### src/hw/rtl/pfa_pkg.sv
package pfa_pkg;

	// widths fixed by the request and result fields
	localparam int ADDR_W = 31;
	localparam int HDR_W = 16;
	localparam int AMT_W = 32;
	// signed working width for gap, leftover and length arithmetic
	localparam int DW = 35;
	// widest slot index that the table supports (up to 16 slots)
	localparam int SLOT_AW = 4;

	typedef logic signed [DW-1:0] dword_t;

	typedef enum logic [1:0] {
		OP_ALLOC_PRI = 2'd0,
		OP_ALLOC_EXT = 2'd1,
		OP_RELEASE   = 2'd2,
		OP_RESIZE    = 2'd3
	} op_t;

	typedef enum logic [2:0] {
		ST_OK        = 3'd0,
		ST_NO_SLOT   = 3'd1,
		ST_NO_SPACE  = 3'd2,
		ST_SHRINK    = 3'd3,
		ST_EMPTY     = 3'd4
	} status_t;

	typedef enum logic [1:0] {
		FIT_FIRST = 2'd0,
		FIT_BEST  = 2'd1,
		FIT_WORST = 2'd2
	} fit_t;

	typedef enum logic [1:0] {
		REG_DISK_SIZE   = 2'd0,
		REG_HEADER_SIZE = 2'd1,
		REG_FIT_MODE    = 2'd2
	} reg_idx_t;

	localparam logic [HDR_W-1:0] HEADER_RESET = 16'd128;

	typedef enum logic [3:0] {
		S_IDLE,
		S_DISPATCH,
		S_RES_END,
		S_SCAN,
		S_ROOM,
		S_LEFT,
		S_NEXT,
		S_LEN_UPD,
		S_COMMIT,
		S_FIN
	} state_t;

	// write request into the slot table
	typedef struct packed {
		logic               set;
		logic               clr;
		logic               len_we;
		logic [SLOT_AW-1:0] addr;
		logic [ADDR_W-1:0]  start;
		logic [ADDR_W-1:0]  len;
	} tbl_wr_t;

endpackage

### src/hw/rtl/pfa_alu.sv
module pfa_alu (
	input  pfa_pkg::dword_t a,
	input  pfa_pkg::dword_t b,
	input  logic            sub,
	output pfa_pkg::dword_t y
);

	// shared add / subtract used by the sequencer's arithmetic steps
	always_comb begin
		if (sub) begin
			y = a - b;
		end else begin
			y = a + b;
		end
	end

endmodule

### src/hw/rtl/pfa_slot_table.sv
module pfa_slot_table #(
	parameter int NSLOTS = 4
) (
	input  logic                               clk,
	input  logic                               arst_n,
	input  pfa_pkg::tbl_wr_t                   wr,
	input  logic [$clog2(NSLOTS)-1:0]          rd_addr,
	output logic [NSLOTS-1:0]                  valid_vec,
	output logic [pfa_pkg::ADDR_W-1:0]         rd_start,
	output logic [pfa_pkg::ADDR_W-1:0]         rd_len
);

	localparam int SW = $clog2(NSLOTS);

	logic [NSLOTS-1:0]                 valid_q;
	logic [pfa_pkg::ADDR_W-1:0]        start_q [NSLOTS];
	logic [pfa_pkg::ADDR_W-1:0]        len_q [NSLOTS];

	// occupancy bits
	always_ff @(posedge clk or negedge arst_n) begin
		if (!arst_n) begin
			valid_q <= '0;
		end else if (wr.set) begin
			valid_q[wr.addr[SW-1:0]] <= 1'b1;
		end else if (wr.clr) begin
			valid_q[wr.addr[SW-1:0]] <= 1'b0;
		end
	end

	// segment start and length, meaningful only while the slot is valid
	always_ff @(posedge clk) begin
		if (wr.set) begin
			start_q[wr.addr[SW-1:0]] <= wr.start;
			len_q[wr.addr[SW-1:0]]   <= wr.len;
		end else if (wr.len_we) begin
			len_q[wr.addr[SW-1:0]]   <= wr.len;
		end
	end

	assign valid_vec = valid_q;
	assign rd_start  = start_q[rd_addr];
	assign rd_len    = len_q[rd_addr];

endmodule

### src/hw/rtl/pfa_seq.sv
module pfa_seq #(
	parameter int PRIMARY_SLOTS = 3
) (
	input  logic                                clk,
	input  logic                                arst_n,
	// request channel
	input  logic                                in_valid,
	output logic                                in_ready,
	input  logic [1:0]                          opcode,
	input  logic [1:0]                          slot_index,
	input  logic signed [pfa_pkg::AMT_W-1:0]    amount,
	// result channel
	output logic                                out_valid,
	input  logic                                out_ready,
	output logic [2:0]                          status,
	output logic [pfa_pkg::ADDR_W-1:0]          start_addr,
	output logic [1:0]                          slot_used,
	// configuration
	input  logic [pfa_pkg::ADDR_W-1:0]          disk_size,
	input  logic [pfa_pkg::HDR_W-1:0]           header_size,
	input  logic [1:0]                          fit_mode,
	// slot table
	input  logic [PRIMARY_SLOTS:0]              valid_vec,
	output logic [$clog2(PRIMARY_SLOTS+1)-1:0]  rd_addr,
	input  logic [pfa_pkg::ADDR_W-1:0]          rd_start,
	input  logic [pfa_pkg::ADDR_W-1:0]          rd_len,
	output pfa_pkg::tbl_wr_t                    wr
);

	localparam int NSLOTS = PRIMARY_SLOTS + 1;
	localparam int SW = $clog2(NSLOTS);
	localparam int AW = pfa_pkg::ADDR_W;

	pfa_pkg::state_t st_q, st_d;

	// request registers
	pfa_pkg::op_t                    op_q;
	logic [1:0]                      idx_q;
	logic signed [pfa_pkg::AMT_W-1:0] amount_q;
	logic [SW-1:0]                   slot_q;

	// ordered walk registers
	logic [SW-1:0]                   j_q;
	logic                            cand_v_q;
	logic [SW-1:0]                   cand_idx_q;
	logic [AW-1:0]                   cand_start_q;
	logic                            have_prev_q;
	logic [AW-1:0]                   prev_start_q;
	logic [SW-1:0]                   prev_idx_q;
	pfa_pkg::dword_t                 prev_end_q;
	pfa_pkg::dword_t                 room_q;
	logic                            found_q;
	pfa_pkg::dword_t                 best_q;
	logic [AW-1:0]                   where_q;

	// result in progress
	pfa_pkg::status_t                status_q;
	logic [AW-1:0]                   addr_q;
	logic [1:0]                      used_q;

	// output register
	logic                            out_valid_q;
	pfa_pkg::status_t                out_status_q;
	logic [AW-1:0]                   out_addr_q;
	logic [1:0]                      out_used_q;

	// shared unit
	pfa_pkg::dword_t                 alu_a, alu_b, alu_y;
	logic                            alu_sub;

	// decoded conditions
	logic [SW-1:0]                   idx_w;
	logic                            idx_ok;
	logic                            amt_lt1;
	pfa_pkg::dword_t                 amt_x;
	logic                            pri_found;
	logic [SW-1:0]                   pri_slot;
	logic                            slot_ok;
	logic                            scan_hit;
	logic                            last_j;
	logic                            take;
	logic                            first_like;
	logic                            y_lt1;
	logic                            fin_go;

	pfa_alu u_alu (
		.a   (alu_a),
		.b   (alu_b),
		.sub (alu_sub),
		.y   (alu_y)
	);

	assign idx_w   = SW'(idx_q);
	assign idx_ok  = (32'(idx_q) < NSLOTS) && valid_vec[idx_w];
	assign amt_lt1 = amount_q[pfa_pkg::AMT_W-1] || (amount_q == '0);
	assign amt_x   = {{(pfa_pkg::DW-pfa_pkg::AMT_W){amount_q[pfa_pkg::AMT_W-1]}}, amount_q};
	assign y_lt1   = alu_y[pfa_pkg::DW-1] || (alu_y == '0);
	assign last_j  = (j_q == SW'(NSLOTS - 1));
	assign first_like = (fit_mode != pfa_pkg::FIT_BEST) && (fit_mode != pfa_pkg::FIT_WORST);
	assign fin_go  = !out_valid_q || out_ready;

	// first empty primary slot
	always_comb begin
		pri_found = 1'b0;
		pri_slot  = '0;
		for (int i = 0; i < PRIMARY_SLOTS; i++) begin
			if (!valid_vec[i] && !pri_found) begin
				pri_found = 1'b1;
				pri_slot  = SW'(i);
			end
		end
	end

	assign slot_ok = (op_q == pfa_pkg::OP_ALLOC_PRI) ? pri_found : !valid_vec[NSLOTS-1];

	// next slot in start order: key above the previous one, below the candidate
	assign scan_hit = valid_vec[j_q]
		&& (!have_prev_q || (rd_start > prev_start_q)
			|| ((rd_start == prev_start_q) && (j_q > prev_idx_q)))
		&& (!cand_v_q || (rd_start < cand_start_q));

	// placement decision on the leftover of the current gap
	assign take = !alu_y[pfa_pkg::DW-1]
		&& (!found_q
			|| ((fit_mode == pfa_pkg::FIT_BEST) && (alu_y < best_q))
			|| ((fit_mode == pfa_pkg::FIT_WORST) && (alu_y > best_q)));

	// state register
	always_ff @(posedge clk or negedge arst_n) begin
		if (!arst_n) begin
			st_q <= pfa_pkg::S_IDLE;
		end else begin
			st_q <= st_d;
		end
	end

	// next state, table access and shared unit operands
	always_comb begin
		st_d     = st_q;
		in_ready = 1'b0;
		rd_addr  = idx_w;
		alu_a    = '0;
		alu_b    = '0;
		alu_sub  = 1'b0;
		wr       = '0;
		unique case (st_q)
			pfa_pkg::S_IDLE: begin
				in_ready = 1'b1;
				if (in_valid) begin
					st_d = pfa_pkg::S_DISPATCH;
				end
			end
			pfa_pkg::S_DISPATCH: begin
				if (op_q == pfa_pkg::OP_ALLOC_PRI || op_q == pfa_pkg::OP_ALLOC_EXT) begin
					if (!slot_ok || amt_lt1) begin
						st_d = pfa_pkg::S_FIN;
					end else begin
						st_d = pfa_pkg::S_SCAN;
					end
				end else if (!idx_ok) begin
					st_d = pfa_pkg::S_FIN;
				end else if (op_q == pfa_pkg::OP_RELEASE) begin
					wr.clr  = 1'b1;
					wr.addr = pfa_pkg::SLOT_AW'(idx_w);
					st_d    = pfa_pkg::S_FIN;
				end else if (amt_lt1) begin
					st_d = pfa_pkg::S_LEN_UPD;
				end else begin
					st_d = pfa_pkg::S_RES_END;
				end
			end
			pfa_pkg::S_RES_END: begin
				alu_a = pfa_pkg::DW'(rd_start);
				alu_b = pfa_pkg::DW'(rd_len);
				st_d  = pfa_pkg::S_SCAN;
			end
			pfa_pkg::S_SCAN: begin
				rd_addr = j_q;
				if (last_j) begin
					st_d = pfa_pkg::S_ROOM;
				end
			end
			pfa_pkg::S_ROOM: begin
				alu_a   = cand_v_q ? pfa_pkg::DW'(cand_start_q) : pfa_pkg::DW'(disk_size);
				alu_b   = prev_end_q;
				alu_sub = 1'b1;
				st_d    = pfa_pkg::S_LEFT;
			end
			pfa_pkg::S_LEFT: begin
				alu_a   = room_q;
				alu_b   = amt_x;
				alu_sub = 1'b1;
				if (op_q == pfa_pkg::OP_RESIZE) begin
					st_d = alu_y[pfa_pkg::DW-1] ? pfa_pkg::S_FIN : pfa_pkg::S_LEN_UPD;
				end else if (take && first_like) begin
					st_d = pfa_pkg::S_COMMIT;
				end else if (cand_v_q) begin
					st_d = pfa_pkg::S_NEXT;
				end else if (found_q || take) begin
					st_d = pfa_pkg::S_COMMIT;
				end else begin
					st_d = pfa_pkg::S_FIN;
				end
			end
			pfa_pkg::S_NEXT: begin
				rd_addr = cand_idx_q;
				alu_a   = pfa_pkg::DW'(cand_start_q);
				alu_b   = pfa_pkg::DW'(rd_len);
				st_d    = pfa_pkg::S_SCAN;
			end
			pfa_pkg::S_LEN_UPD: begin
				alu_a = pfa_pkg::DW'(rd_len);
				alu_b = amt_x;
				if (!(amt_lt1 && y_lt1)) begin
					wr.len_we = 1'b1;
					wr.addr   = pfa_pkg::SLOT_AW'(idx_w);
					wr.len    = alu_y[AW-1:0];
				end
				st_d = pfa_pkg::S_FIN;
			end
			pfa_pkg::S_COMMIT: begin
				wr.set   = 1'b1;
				wr.addr  = pfa_pkg::SLOT_AW'(slot_q);
				wr.start = where_q;
				wr.len   = amount_q[AW-1:0];
				st_d     = pfa_pkg::S_FIN;
			end
			pfa_pkg::S_FIN: begin
				if (fin_go) begin
					st_d = pfa_pkg::S_IDLE;
				end
			end
			default: begin
				st_d = pfa_pkg::S_IDLE;
			end
		endcase
	end

	// sequencer datapath
	always_ff @(posedge clk) begin
		case (st_q)
			pfa_pkg::S_IDLE: begin
				op_q     <= pfa_pkg::op_t'(opcode);
				idx_q    <= slot_index;
				amount_q <= amount;
				status_q <= pfa_pkg::ST_OK;
				addr_q   <= '0;
				used_q   <= '0;
			end
			pfa_pkg::S_DISPATCH: begin
				slot_q       <= (op_q == pfa_pkg::OP_ALLOC_PRI) ? pri_slot : SW'(NSLOTS - 1);
				prev_end_q   <= pfa_pkg::DW'(header_size);
				have_prev_q  <= 1'b0;
				cand_v_q     <= 1'b0;
				found_q      <= 1'b0;
				j_q          <= '0;
				if (op_q == pfa_pkg::OP_ALLOC_PRI || op_q == pfa_pkg::OP_ALLOC_EXT) begin
					if (!slot_ok) begin
						status_q <= pfa_pkg::ST_NO_SLOT;
					end else if (amt_lt1) begin
						status_q <= pfa_pkg::ST_NO_SPACE;
					end
				end else begin
					used_q <= idx_q;
					if (!idx_ok) begin
						status_q <= pfa_pkg::ST_EMPTY;
					end else begin
						addr_q <= rd_start;
					end
				end
			end
			pfa_pkg::S_RES_END: begin
				prev_end_q   <= alu_y;
				prev_start_q <= rd_start;
				prev_idx_q   <= idx_w;
				have_prev_q  <= 1'b1;
			end
			pfa_pkg::S_SCAN: begin
				if (scan_hit) begin
					cand_v_q     <= 1'b1;
					cand_idx_q   <= j_q;
					cand_start_q <= rd_start;
				end
				j_q <= last_j ? '0 : j_q + 1'b1;
			end
			pfa_pkg::S_ROOM: begin
				room_q <= alu_y;
			end
			pfa_pkg::S_LEFT: begin
				if (op_q == pfa_pkg::OP_RESIZE) begin
					if (alu_y[pfa_pkg::DW-1]) begin
						status_q <= pfa_pkg::ST_NO_SPACE;
					end
				end else begin
					if (take) begin
						found_q <= 1'b1;
						best_q  <= alu_y;
						where_q <= prev_end_q[AW-1:0];
					end
					if (!(take && first_like) && !cand_v_q && !found_q && !take) begin
						status_q <= pfa_pkg::ST_NO_SPACE;
					end
				end
			end
			pfa_pkg::S_NEXT: begin
				prev_end_q   <= alu_y;
				prev_start_q <= cand_start_q;
				prev_idx_q   <= cand_idx_q;
				have_prev_q  <= 1'b1;
				cand_v_q     <= 1'b0;
			end
			pfa_pkg::S_LEN_UPD: begin
				if (amt_lt1 && y_lt1) begin
					status_q <= pfa_pkg::ST_SHRINK;
				end
			end
			pfa_pkg::S_COMMIT: begin
				addr_q <= where_q;
				used_q <= 2'(slot_q);
			end
			default: begin
			end
		endcase
	end

	// result register, refilled once the previous transaction is taken
	always_ff @(posedge clk or negedge arst_n) begin
		if (!arst_n) begin
			out_valid_q <= 1'b0;
		end else if (st_q == pfa_pkg::S_FIN && fin_go) begin
			out_valid_q <= 1'b1;
		end else if (out_ready) begin
			out_valid_q <= 1'b0;
		end
	end

	always_ff @(posedge clk) begin
		if (st_q == pfa_pkg::S_FIN && fin_go) begin
			out_status_q <= status_q;
			out_addr_q   <= addr_q;
			out_used_q   <= used_q;
		end
	end

	assign out_valid  = out_valid_q;
	assign status     = out_status_q;
	assign start_addr = out_addr_q;
	assign slot_used  = out_used_q;

endmodule

### src/hw/rtl/partition_fit_allocator.sv
// Segment allocator over a table of PRIMARY_SLOTS primary slots plus one
// extended slot (the last index). Requests: allocate primary, allocate
// extended, release, resize; each gives one result. Allocation walks the
// occupied slots in start order and places the segment in a gap by first,
// best (least leftover) or worst (largest leftover) fit. One request is in
// work at a time; a small sequencer finds each next slot in start order by
// sweeping the table one entry per cycle and runs every gap computation
// through one shared 35-bit add/subtract unit. The result sits in an output
// register, so the next request is taken while it waits. Configuration is
// written at any time through the cfg port, which is always ready, but must
// only change while no request is in work.
module partition_fit_allocator #(
	parameter int PRIMARY_SLOTS = 3
) (
	input  logic                              clk,
	input  logic                              arst_n,
	input  logic                              in_valid,
	output logic                              in_ready,
	input  logic [1:0]                        opcode,
	input  logic [1:0]                        slot_index,
	input  logic signed [pfa_pkg::AMT_W-1:0]  amount,
	output logic                              out_valid,
	input  logic                              out_ready,
	output logic [2:0]                        status,
	output logic [pfa_pkg::ADDR_W-1:0]        start_addr,
	output logic [1:0]                        slot_used,
	input  logic                              cfg_valid,
	output logic                              cfg_ready,
	input  logic [1:0]                        cfg_index,
	input  logic [31:0]                       cfg_data
);

	localparam int NSLOTS = PRIMARY_SLOTS + 1;
	localparam int SW = $clog2(NSLOTS);

	logic [pfa_pkg::ADDR_W-1:0]  disk_size_q;
	logic [pfa_pkg::HDR_W-1:0]   header_size_q;
	logic [1:0]                  fit_mode_q;

	logic [NSLOTS-1:0]           valid_vec;
	logic [SW-1:0]               rd_addr;
	logic [pfa_pkg::ADDR_W-1:0]  rd_start;
	logic [pfa_pkg::ADDR_W-1:0]  rd_len;
	pfa_pkg::tbl_wr_t            wr;

	assign cfg_ready = 1'b1;

	// configuration registers
	always_ff @(posedge clk or negedge arst_n) begin
		if (!arst_n) begin
			disk_size_q   <= '0;
			header_size_q <= pfa_pkg::HEADER_RESET;
			fit_mode_q    <= pfa_pkg::FIT_FIRST;
		end else if (cfg_valid) begin
			unique case (cfg_index)
				pfa_pkg::REG_DISK_SIZE:   disk_size_q   <= cfg_data[pfa_pkg::ADDR_W-1:0];
				pfa_pkg::REG_HEADER_SIZE: header_size_q <= cfg_data[pfa_pkg::HDR_W-1:0];
				pfa_pkg::REG_FIT_MODE:    fit_mode_q    <= cfg_data[1:0];
				default: begin
				end
			endcase
		end
	end

	pfa_slot_table #(
		.NSLOTS (NSLOTS)
	) u_table (
		.clk       (clk),
		.arst_n    (arst_n),
		.wr        (wr),
		.rd_addr   (rd_addr),
		.valid_vec (valid_vec),
		.rd_start  (rd_start),
		.rd_len    (rd_len)
	);

	pfa_seq #(
		.PRIMARY_SLOTS (PRIMARY_SLOTS)
	) u_seq (
		.clk         (clk),
		.arst_n      (arst_n),
		.in_valid    (in_valid),
		.in_ready    (in_ready),
		.opcode      (opcode),
		.slot_index  (slot_index),
		.amount      (amount),
		.out_valid   (out_valid),
		.out_ready   (out_ready),
		.status      (status),
		.start_addr  (start_addr),
		.slot_used   (slot_used),
		.disk_size   (disk_size_q),
		.header_size (header_size_q),
		.fit_mode    (fit_mode_q),
		.valid_vec   (valid_vec),
		.rd_addr     (rd_addr),
		.rd_start    (rd_start),
		.rd_len      (rd_len),
		.wr          (wr)
	);

endmodule

### config.mk
export PLATFORM = sky130hd
export DESIGN_NAME = partition_fit_allocator
export DESIGN_NICKNAME = d
export VERILOG_FILES = /design/src/hw/rtl/pfa_pkg.sv /design/src/hw/rtl/pfa_alu.sv /design/src/hw/rtl/pfa_slot_table.sv /design/src/hw/rtl/pfa_seq.sv /design/src/hw/rtl/partition_fit_allocator.sv
export SDC_FILE = /design/constraint.sdc
export NUM_CORES = 1
export LEC_CHECK = 0
export ABC_AREA = 0
export BUFFER_PORTS_ARGS = -buffer_cell sky130_fd_sc_hd__buf_4
export CAP_MARGIN = 40
export CORE_MARGIN = 1.5
export CORE_UTILIZATION = 60
export DETAILED_ROUTE_END_ITERATION = 8
export PLACE_DENSITY = 0.89
export REMOVE_ABC_BUFFERS = 1
export SYNTH_ARGS = -nofsm -noshare
export SYNTH_HDL_FRONTEND = slang
export SYNTH_HIERARCHICAL = 1
export SYNTH_SLANG_ARGS = --single-unit
### constraint.sdc
create_clock -name clk -period 20.3 [get_ports clk]
set_input_delay 4.06 -clock clk [delete_from_list [all_inputs] [get_ports clk]]
set_output_delay 4.06 -clock clk [all_outputs]
set_load 0.01 [all_outputs]
# Word level (Yosys, flattened, before mapping)
# Memory sizes are Yosys's and may differ from the RTL's.
# Cells that the tools add are included.
word_totals:
  output_inout_bits: 39
  word_cells: 234
  ramBits: 248
  regBits: 375
  n_memories: 2
  input_bits: 75
op_classes:
  reduce_logical: 70
  bitwise_logic: 6
  mux: 82
  n_addsub: 3
  n_lt_le_gt_ge: 9
  eq_ne: 33
memory_table:
  columns: ["name", "words", "word_bits", "read_ports", "rd_ports_with_merged_regs", "wr", "line_no", "rtl"]
  rows:
  - ["u_table.len_q", 4, 31, 1, 0, 1, "pfa_slot_table.sv:17", "logic [pfa_pkg::ADDR_W-1:0] len_q [NSLOTS];"]
  - ["u_table.start_q", 4, 31, 1, 0, 1, "pfa_slot_table.sv:16", "logic [pfa_pkg::ADDR_W-1:0] start_q [NSLOTS];"]
op_table:
  columns: ["cell", "count"]
  rows:
  - ["31-bit two-way mux", 6]
  - ["35-bit one-hot mux with 5 select lines", 1]
  - ["31-bit one-hot mux with 2 select lines", 2]
  - ["35-bit one-hot mux with 3 select lines", 1]
  - ["31-bit one-hot mux with 3 select lines", 1]
  - ["35-bit one-hot mux with 2 select lines", 1]
  - ["4-bit two-way mux", 13]
  - ["35-bit adder", 1]
  - ["35-bit > comparator", 1]
  - ["35-bit logical NOT", 1]
  - ["35-bit < comparator", 1]
  - ["35-bit two-way mux", 1]
  - ["35-bit subtractor", 1]
  - ["32-bit logical NOT", 1]
  - ["4-bit one-hot mux with 8 select lines", 1]
  - ["31-bit == test", 1]
  - ["31-bit > comparator", 1]
  - ["31-bit < comparator", 1]
  - ["1-bit two-way mux", 28]
  - ["3-bit two-way mux", 9]
  - ["4-bit by 3-bit == test with 1-bit output, second input constant", 4]
  - ["1-bit logical AND", 16]
  - ["2-bit by 1-bit inequality test with 1-bit output, second input constant", 7]
  - ["2-bit nonzero test", 7]
  - ["37 further kinds", 96]

# Depth between registers and ports, before layout
# An unclocked memory read counts as a cell.
logic_depth:
  ltp_word: 19
  mapped_depth: 41
  ltp_nobuf: 37

# Hierarchy
# Netlist, hierarchy kept.
modules_own_cells:
  columns: ["module", "area_per_inst_um2", "n_inst", "cells_each", "seq_area_each_um2"]
  rows:
  - ["pfa_seq", 16377.0, 1, 1376, 9644.2]
  - ["pfa_slot_table", 9245.1, 1, 348, 7547.2]
  - ["pfa_alu", 2603.7, 1, 380, 0.0]
  - ["partition_fit_allocator", 1878.1, 1, 107, 1227.4]

# Least setup slack after synthesis
# OpenSTA, ideal clock, no wires.
synth_path:
  kind: "flip-flop to flip-flop"
  startpoint: "register u_seq.st_q[3]"
  endpoint: "memory u_table/start_q[0][0] in the netlist's numbering (enable)"
  arrival_time_ns: 9.886
  period_less_slack_ns: 10.353
  setup_time_ns: 0.467
  required_time_ns: 19.833
  n_path_buf: 7
  stages_incl_launch_ff: 39
  path_slack_ns: 9.947
  path_cell_list: "dfrtp_1 clkbuf_1 nor2_1 and2_1 buf_1 nand2_1 o211ai_1 buf_6 buf_12 mux4_2 a222oi_1 inv_1 or4_4 or3_4 nor3b_2 nand2_2 nor4_4 a21oi_1 [... 3 more ...] nand2_1 nor3_1 nand2_1 a2111oi_0 nor3_1 o21ai_0 xor2_1 nor4_1 and4_1 nand4_1 nor4_1 o21ai_1 and2_1 clkbuf_1 o21ai_1 nand2_1 clkbuf_1 nor3b_1"
synth_rtl:
  columns: ["element", "line_no", "rtl"]
  rows:
  - ["start, declared", "pfa_seq.sv:34", "pfa_pkg::state_t st_q, st_d;"]
  - ["start signal, assigned", "pfa_seq.sv:131", "st_q <= pfa_pkg::S_IDLE;"]
  - ["start signal, assigned", "pfa_seq.sv:133", "st_q <= st_d;"]
  - ["end, declared", "pfa_slot_table.sv:16", null]

==> reports/qor.txt <==
H-tree depth: 2
RSZ-0062 raised after global routing: false
Post-CTS Hold Fix Bufs: 0
Synth Area per Inst: 13.6 µm²
Input/output buffers: 111
Rel. slew slack: 0.387
Dpl cells: 2,918
Number of CTS-inserted buffers: 59
Startpoint Class: flop
Total gr overflow: 0
Layout net count: 2,527
Area Overhead vs Synth: 11.6%
Final min period: 13.06 ns
Reg-to-reg startpoint: u_seq/st_q[0]$_DFFE_PN0P_
Detail Route Antenna Nets: 0
Post-route clock skew: 0.0237 ns
DRC: 0
Placer's final routability congestion estimate: 0.942
Critical path required time: 20.57 ns
Status: finished clean
Drt total wl: 75,900 µm
Hold Startpoint: u_seq/addr_q[1]$_DFFE_PP_
Ratio of cells with drive above 1 in the final layout: 0.164
Inserted Diodes: 0
Worst min path class: reg -> reg
Root Driver: clkbuf_16
Worst Path Arrival: 13.33 ns
Top delay family on crit path: simple AND/OR/NAND/NOR gates
Postcts setup bufs: 0
Worst-Margin Slew: 0.913 ns
Final Non-Filler Cells: 3,030
DR WL/cell: 25.1 µm
Vias in the first global route: 19,425
Core area: 49,300 µm²
Via count: 19,636
Largest net degree at the start of global routing: 70
Die Area: 51,500 µm²
Worst hold slack: 0.415 ns
Final setup violation count: 0
Critical path's slowest cell: nor4_1
Setup_tns: 0 ns
Via density: 6.48
Fmax: 76.6 MHz
Global-route wire length before repair: 115,000 µm
Initial antenna violation count: 0
Fin. Hold Viols: 0
TritonRoute pass-1 iters: 9
Mapped Area: 30,100 µm²
Clock-pin slew on the worst setup and hold paths: 0.06 ns
Iter 0 DRT Violations: 2,534
TritonCTS clock tree: built
CTS Buffer Depth: 3
Clock Sinks: 623
Min-Delay Path Depth: 0
Starting Density: 0.611
Cell count along the critical path: 39
Period utilisation layout: 0.643
Max-cap violations: 0
Max-slew violation count: 0
HPWL Detailed: 52,700 µm
Yosys warns: 6
GRT Overall Usage: 0.299
Post-Synthesis Cells: 2,208
WS Path Type: reg -> reg
Clock Latency Late Sink: 0.65 ns
# rows: 81
CP bufs+invs: 8
Die Height: 227 µm
Worst path max stage delay: 0.74 ns
CP Launch Point: u_seq/st_q[0]$_DFFE_PN0P_
Reg2Reg Depth: 39
# resized after CTS: 0
Crit Path Max Fanout: 62
IO Pins: 114
CP endpoint kind: flop
Die Width: 227 µm
sequential cells by signal (all words and copies together), names as in the netlist, 31 cells and up, named ones only:
signal	flops
u_seq/prev_start_q	31
u_table/len_q	124
u_seq/amount_q	32
u_seq/addr_q	31
disk_size_q	31
u_seq/cand_start_q	31
u_seq/prev_end_q	35
u_seq/room_q	35
u_seq/where_q	31
u_table/start_q	124
u_seq/best_q	35
u_seq/start_addr	31
layer usage:
layer	vias to the layer above	routed length, µm	global-route usage
li1	8642	-	-
met2	1077	34800	0.460
met1	9776	31000	0.431
met3	141	7820	0.0609
met5	-	0	0
met4	0	2330	0.0989
per-stage QoR:
step                cell area [µm²]  utilization  setup WS [ns]
floorplan                     29600            -          0.635
global placement              31600        0.641           7.64
CTS                           33600        0.682           7.38
detailed placement            31600        0.642           7.46
finish                        33600        0.682           7.24
global route                  33600        0.682           6.40
area by class of cell:
cell class / count / area [µm²]
Inverter: 158 / 593
Fill cell: 3282 / 15700
Multi-Input combinational cell: 1324 / 10600
Timing Repair Buffer: 149 / 1160
Tap cell: 664 / 831
Clock inverter: 40 / 395
Sequential cell: 623 / 18400
Clock buffer: 72 / 1570
cell usage in the layout (no fill, tap or decap), types with 17 or more instances in the layout:
cell / n
nand2_1: 185
dfrtp_1: 55
nor4_1: 19
a21o_1: 75
o221ai_1: 32
buf_4: 146
a22o_1: 35
ha_1: 136
a222oi_1: 31
a21oi_1: 114
mux2i_1: 64
and3_1: 25
and2_1: 40
edfxtp_1: 565
nor2_1: 98
xnor2_1: 51
nand3_1: 17
o21ai_0: 69
inv_1: 156
nor3_1: 19
nand4_1: 27
mux4_2: 61
mux2_2: 48
clkbuf_16: 60
path summary, 6_finish.rpt:
path	end	slack (ns)
worst max-delay path	u_table/start_q[0][19]$_DFFE_PP_	7.24
worst min-delay path	u_seq/start_addr[1]$_DFFE_PP_	0.42
worst max register to register	u_table/start_q[0][19]$_DFFE_PP_	7.24
worst min register to register	u_seq/start_addr[1]$_DFFE_PP_	0.42
max in group asynchronous	u_seq/st_q[0]$_DFFE_PN0P_	16.20
min in group asynchronous	asynchronous set/reset pin	3.51
Power is left out: the tool's default activity adds up to more than one toggle a clock period on the data nets, which glitch-free logic cannot reach.
